$ cat config.mk
export PLATFORM = sky130hd
export DESIGN_NAME = cbs_mul
export DESIGN_NICKNAME = d
export VERILOG_FILES = /design/src/hdl/cbs_edf_server_scheduler_core_macros.svh /design/src/hdl/cbs_mul.sv
export SDC_FILE = /design/constraint.sdc
export NUM_CORES = 2
export LEC_CHECK = 0
export BUFFER_PORTS_ARGS = -buffer_cell sky130_fd_sc_hd__buf_2
export CAP_MARGIN = 0
export CORE_ASPECT_RATIO = 0.5
export CORE_UTILIZATION = 70
export CTS_BUF_LIST = sky130_fd_sc_hd__clkbuf_8
export DETAILED_ROUTE_END_ITERATION = 12
export GPL_TIMING_DRIVEN = 1
export MAX_ROUTING_LAYER = met4
export PLACE_DENSITY_LB_ADDON = 0.25
export REMOVE_ABC_BUFFERS = 1
export SLEW_MARGIN = 20
export SYNTH_ARGS = -nofsm -noshare
export SYNTH_HDL_FRONTEND = slang
export SYNTH_SLANG_ARGS = --single-unit
$ cat constraint.sdc
create_clock -name clock -period 18.4 [get_ports clock]
set_clock_uncertainty 0.1 [all_clocks]
set_input_delay 0 -clock clock [delete_from_list [all_inputs] [get_ports clock]]
set_output_delay 0 -clock clock [all_outputs]
set_load 0.02 [all_outputs]
$ cat src/hdl/cbs_edf_server_scheduler_core_macros.svh
// Assertion helpers for the scheduler core.
`ifndef CBS_EDF_SERVER_SCHEDULER_CORE_MACROS_SVH
`define CBS_EDF_SERVER_SCHEDULER_CORE_MACROS_SVH

// Same-cycle implication.
`define CBS_ASSERT_NOW(lbl, clk, rst, ante, cons, msg) \
   lbl: assert property (@(posedge clk) disable iff (rst) (ante) |-> (cons)) else $error(msg);

// Next-cycle implication.
`define CBS_ASSERT_NEXT(lbl, clk, rst, ante, cons, msg) \
   lbl: assert property (@(posedge clk) disable iff (rst) (ante) |=> (cons)) else $error(msg);

`endif

$ cat src/hdl/cbs_mul.sv
`timescale 1ns / 1ps
module cbs_mul #(
   parameter int T = 48
) (
   input  logic           clock,
   input  logic           reset,
   input  logic           start,
   input  logic [T-1:0]   op_a,
   input  logic [T-1:0]   op_b,
   output logic           done,
   output logic [2*T-1:0] product
);
   localparam int DIGITS = (T + 15) / 16;
   localparam int CW     = $clog2(DIGITS + 1);

   logic [T-1:0]        a_ff, a_in;
   logic [DIGITS*16-1:0] b_ff, b_in;
   logic [2*T-1:0]      acc_ff, acc_in;
   logic [CW-1:0]       cnt_ff, cnt_in;
   logic                done_ff, done_in;
   logic [T+15:0]       part;

   assign part = a_ff * b_ff[DIGITS*16-1 -: 16];

   // one 16-bit digit of op_b per cycle, most significant first
   always_comb begin
      a_in    = a_ff;
      b_in    = b_ff;
      acc_in  = acc_ff;
      cnt_in  = cnt_ff;
      done_in = 1'b0;
      if (start) begin
         a_in   = op_a;
         b_in   = (DIGITS*16)'(op_b);
         acc_in = '0;
         cnt_in = CW'(DIGITS);
      end else if (cnt_ff != '0) begin
         acc_in  = (acc_ff << 16) + (2*T)'(part);
         b_in    = b_ff << 16;
         cnt_in  = cnt_ff - 1'b1;
         done_in = (cnt_ff == CW'(1));
      end
   end

   always_ff @(posedge clock) begin
      a_ff   <= a_in;
      b_ff   <= b_in;
      acc_ff <= acc_in;
   end

   always_ff @(posedge clock) begin
      if (reset) begin
         cnt_ff  <= '0;
         done_ff <= 1'b0;
      end else begin
         cnt_ff  <= cnt_in;
         done_ff <= done_in;
      end
   end

   assign done    = done_ff;
   assign product = acc_ff;
endmodule

Word level (Yosys, flattened, before mapping) --
Cells that the tools add are included.
Storage, ports and cells: flip-flop bits (word level) 195, latch bits 0, RAM bits 0, bits in read-only memories 0, bits of input ports 99, output and inout bits 97, word-level logic and storage cells 17, memories kept 0
Operators by class: $add $sub $neg 2, $mul 1, divide/modulo/power cells 0, magnitude comparators 0, equal/unequal tests 1, shift-type cells 0, mux-type cells 4, bitwise gates (word level) 1, reduce and logical (&&, ||, !) cells 3
Operator list (number):
- 96-bit by 64-bit adder with 96-bit output | 1
- 48-bit two-way mux | 2
- 48-bit by 16-bit multiplier with 64-bit output | 1
- 2-bit two-way mux | 2
- 2-bit nonzero test | 2
- 3-bit OR reduction | 1
- 2-bit by 1-bit == test with 1-bit output, second input constant | 1
- 2-bit by 1-bit subtractor with 2-bit output, second input constant | 1
- 1-bit inverter | 1

Logic depth before layout (Yosys ltp) --
depth after elaboration 3, depth in mapped cells 27, depth with buffers taken out 24

Least setup slack after synthesis --
OpenSTA, ideal clock, no wires.
path kind register to register, start register b_ff[33], end register acc_ff[83] (netlist: product[83]), library setup time 127 ps, arrival 6631 ps, setup slack 11542 ps, cell stages (with the launch flop) 28, clock period less this slack 6858 ps, cell sequence edfxtp_1 > clkbuf_1 > clkbuf_1 > nand2_1 > fa_1 > inv_1 > fa_1 > inv_1 > fa_1 > inv_1 > fa_1 > fa_1 > inv_1 > fa_1 > inv_1 > ha_1 > clkbuf_1 > a21o_1 > a21o_1 > a21o_1 > a21oi_1 > o21ai_0 > a211oi_1 > a21oi_2 > or2_1 > buf_2 > and4_1 > or3_1
Between the ends: word-level cells in the longest chain between the ends 2
RTL lines:
- start: declaration | line cbs_mul.sv:17 | logic [DIGITS*16-1:0] b_ff, b_in;
- start signal: assignment | line cbs_mul.sv:47 | b_ff <= b_in;
- 48-bit by 16-bit multiplier with 64-bit output | line cbs_mul.sv:23 | assign part = a_ff * b_ff[DIGITS*16-1 -: 16];
- 96-bit by 64-bit adder with 96-bit output | line cbs_mul.sv:38 | acc_in = (acc_ff << 16) + (2*T)'(part);
- end signal: assignment | line cbs_mul.sv:48 | acc_ff <= acc_in;
- end: declaration | line cbs_mul.sv:18 | logic [2*T-1:0] acc_ff, acc_in;
Every way passes these cells. A chain may end at the register's enable or synchronous reset.

Final worst setup path --
start register b_ff[37], end register acc_ff[95] (netlist: product[95])
The elaborated chain is that of the path after synthesis.

==> flow_summary_export.csv <==
group,metric,value,unit
logic_synthesis,synth_async_sr_flop_share,0,%
floorplan,die_width,310,µm
flow_run,max-cap-violations,0,
sta,setup_viol,0,
finish,mostFrequentLayoutCell,"inv_1",
route,dr.pass1.iters,5,
clock_network,post_cts_buffers,0,
floorplan,ios,196,
logic_synthesis,synth_area_per_cell,8.93,µm²
clock_network,cts_root_buffer,"clkbuf_8",
logic_synthesis,synthAdderAreaFrac,47.3,%
run_status,status,"finished, final reports clean",
critical_path,cp-start-kind,"flip-flop",
critical_path,cp-end-kind,"flip-flop",
placed_design,io_buffers,195,
sta,worst-slew-pin-transition,1.08,ns
sta,relSlewSlack,28.3,%
logic_synthesis,synthMuxAreaShare,1.42,%
route,topRoutingLayerUsed,"met4",
logic_synthesis,ys_types,71,
critical_path,cp_max_fo,25,
critical_path,cp.arrival,8.67,ns
logic_synthesis,syn_area,0.0332,mm²
route,via_per_inst,5.81,
grt,grtUsageTotal,41.6,%
route,wl_met3,8.74,mm
route,vias,26300,
sta,rsz0062_at_grt,"false",
critical_path,slowest_stage,"edfxtp_1",
sta,finalSetupTns,0,ns
route,wirelength,93.0,mm
floorplan,initial_core_util,70.9,%
logic_synthesis,synth-seq-cells,195,
logic_synthesis,synth-simple-area-share,15.7,%
clock_network,max-clock-path-buffers,2,
clock_network,hold_buffers,99,
floorplan,dieArea,0.0484,mm²
sta,fin_crit,8.32,ns
floorplan,rows,56,
logic_synthesis,synth_top_family_by_area,"adder cells",
critical_path,cpPeakStageDelay,1.07,ns
logic_synthesis,syn_inst,3724,
grt,overflow,0,
placed_design,hpwl,69.0,mm
finish,finish.net_count,4820,
grt,antenna_found_initial,2,
clock_network,clk_pin_slew,0.13,ns
route,routedWlPerCell,20.5,µm
critical_path,path_delay_family,"adder cells",
critical_path,worstPathRequired,18.75,ns
critical_path,cp_cell_sequence,"buf_4 > nand2_1 > fa_1 > inv_1 > fa_1 > inv_1 > fa_1 > inv_1 > fa_1 > fa_1 > inv_1 > fa_1 > inv_1 > ha_1 > and3_1 > nand2_1 > nor3_1 > nand2_1 > nor4_2 > o211ai_1 > a21oi_2 > nor2_2 > or4_1 > a311oi_1",
grt,grt_pass1_vias,28000,
logic_synthesis,synth-xor-area-share,1.90,%
sta,slew_violations,0,
route,drc,0,
route,ant_nets,0,
grt,grt_max_degree,80,
finish,area_delta_synth_final,7.96,%
clock_network,cts-buffers-inserted,17,
clock_network,worstSkewPairLatency,0.54,ns
clock_network,cts_sinks,195,
grt,grt_pass1_wl,148,mm
min_path,hold_class,"in -> reg",
logic_synthesis,yosys_warnings,0,
logic_synthesis,synth_compound_area_share,6.45,%
floorplan,die_y,156,µm
critical_path,crit_buf_inv,6,
clock_network,cts_tree,"built",
critical_path,crit_top_cell,"fa_1",
floorplan,core,0.0469,mm²
placed_design,globalplace.congestion,0.954,
logic_synthesis,synth_edf_count,96,
logic_synthesis,synth_flop_cell,"dfxtp_1",
sta,fmax,120,MHz
sta,finalHoldViolations,0,
clock_network,h-tree-depth,4,
sta,period_share,45.2,%
route,drt_iter0_markers,2349,
clock_network,cts-resized-gates,0,
route,wl_met2,44.5,mm
finish,most-common-layout-cells,"inv_1 (917), fa_1 (690), nand2_1 (632)",
finish,drive_gt1_share,7.71,%
route,m1WireLength,35.7,mm
critical_path,crit_type,"reg -> reg",
logic_synthesis,yosysSeqAreaShare,14.6,%
synth_stat cells (11+ instances only):
master,number,area (µm²)
buf_1,11,41.3
mux2i_1,11,110
o21ai_1,26,130
nor3_1,14,70.1
a21oi_1,112,561
edfxtp_1,96,2880
xnor2_1,39,342
o21ai_0,59,295
and2_1,276,1730
ha_1,154,1930
nor2_1,90,338
dfxtp_1,99,1980
nand3_1,21,105
xor2_1,33,289
nand2_1,632,2370
inv_1,918,3450
a211oi_1,15,113
o21bai_1,13,97.6
fa_1,690,13800
nand4_1,22,138
and3_1,23,144
o22ai_1,13,81.3
mux2_2,32,360
a21o_1,30,225
clkbuf_1,165,619
stage by stage:
stage / std cells / hold slack [ns] / worst slack [ns] / utilization [%] / instance area (µm²)
after floorplan: 3540 / -0.0309 / 11.42 / - / 32500
after global placement: 4397 / 0.0758 / 10.37 / 73.6 / 34500
after detailed placement: 4397 / 0.0781 / 10.14 / 73.6 / 34500
after CTS: 4528 / 0.0241 / 10.10 / 76.6 / 35900
after global routing: 4530 / 0.0552 / 9.59 / 76.6 / 35900
final: 4530 / 0.0638 / 10.08 / 76.6 / 35900
final timing paths:
check	start	endpoint	slack [ns]	cells after the start
max	b_ff[37]	product[95]	10.08	24
min	op_a[33]	a_ff[33]	0.06	2
max reg2reg	b_ff[37]	product[95]	10.08	24
min reg2reg	product[90]	product[90]	0.36	2
worst register-to-register path, delay by kind of cell (launching register included):
| family | cells | cell delay [ns] |
|---|---|---|
| flops | 1 | 1.07 |
| fa+ha+maj | 7 | 3.38 |
| buf+inv | 6 | 0.72 |
| compound gates | 3 | 0.95 |
| simple gates | 8 | 2.04 |
cell type report:
cell class                      count  area, µm²
Antenna cell                        2       5.00
Clock buffer                       17        234
Clock inverter                     15        160
Fill cell                        3304      11000
Inverter                          919       3450
Multi-Input combinational cell   2426      24200
Sequential cell                   195       4860
Tap cell                          638        798
Timing Repair Buffer              318       2150
cell families (layout without fill, tap and decap cells):
group                    count (synthesis)  in the layout
AO/OA/AOI/OAI                          341            341
flip-flops                             195            195
multiplexers                            43             43
AND/OR/NAND/NOR                       1126           1126
adder cells (fa/ha/maj)                844            844
buffers and inverters                 1103           1269
XOR/XNOR                                72             72
other                                    0              2
flip-flops by register name (all words and copies together), names as in the netlist:
signal,count
done,1
product,96
a_ff,48
cnt_ff,2
b_ff,48
metal layers:
metal	up-vias	track usage [%]
met1	13300	53.3
met2	1401	65.4
li1	11300	-
met3	333	7.63
met4	0	17.9
met5	-	-
Power is not shown: default switching activity piles up to over one toggle a cycle in this logic, so the estimate is an artifact.
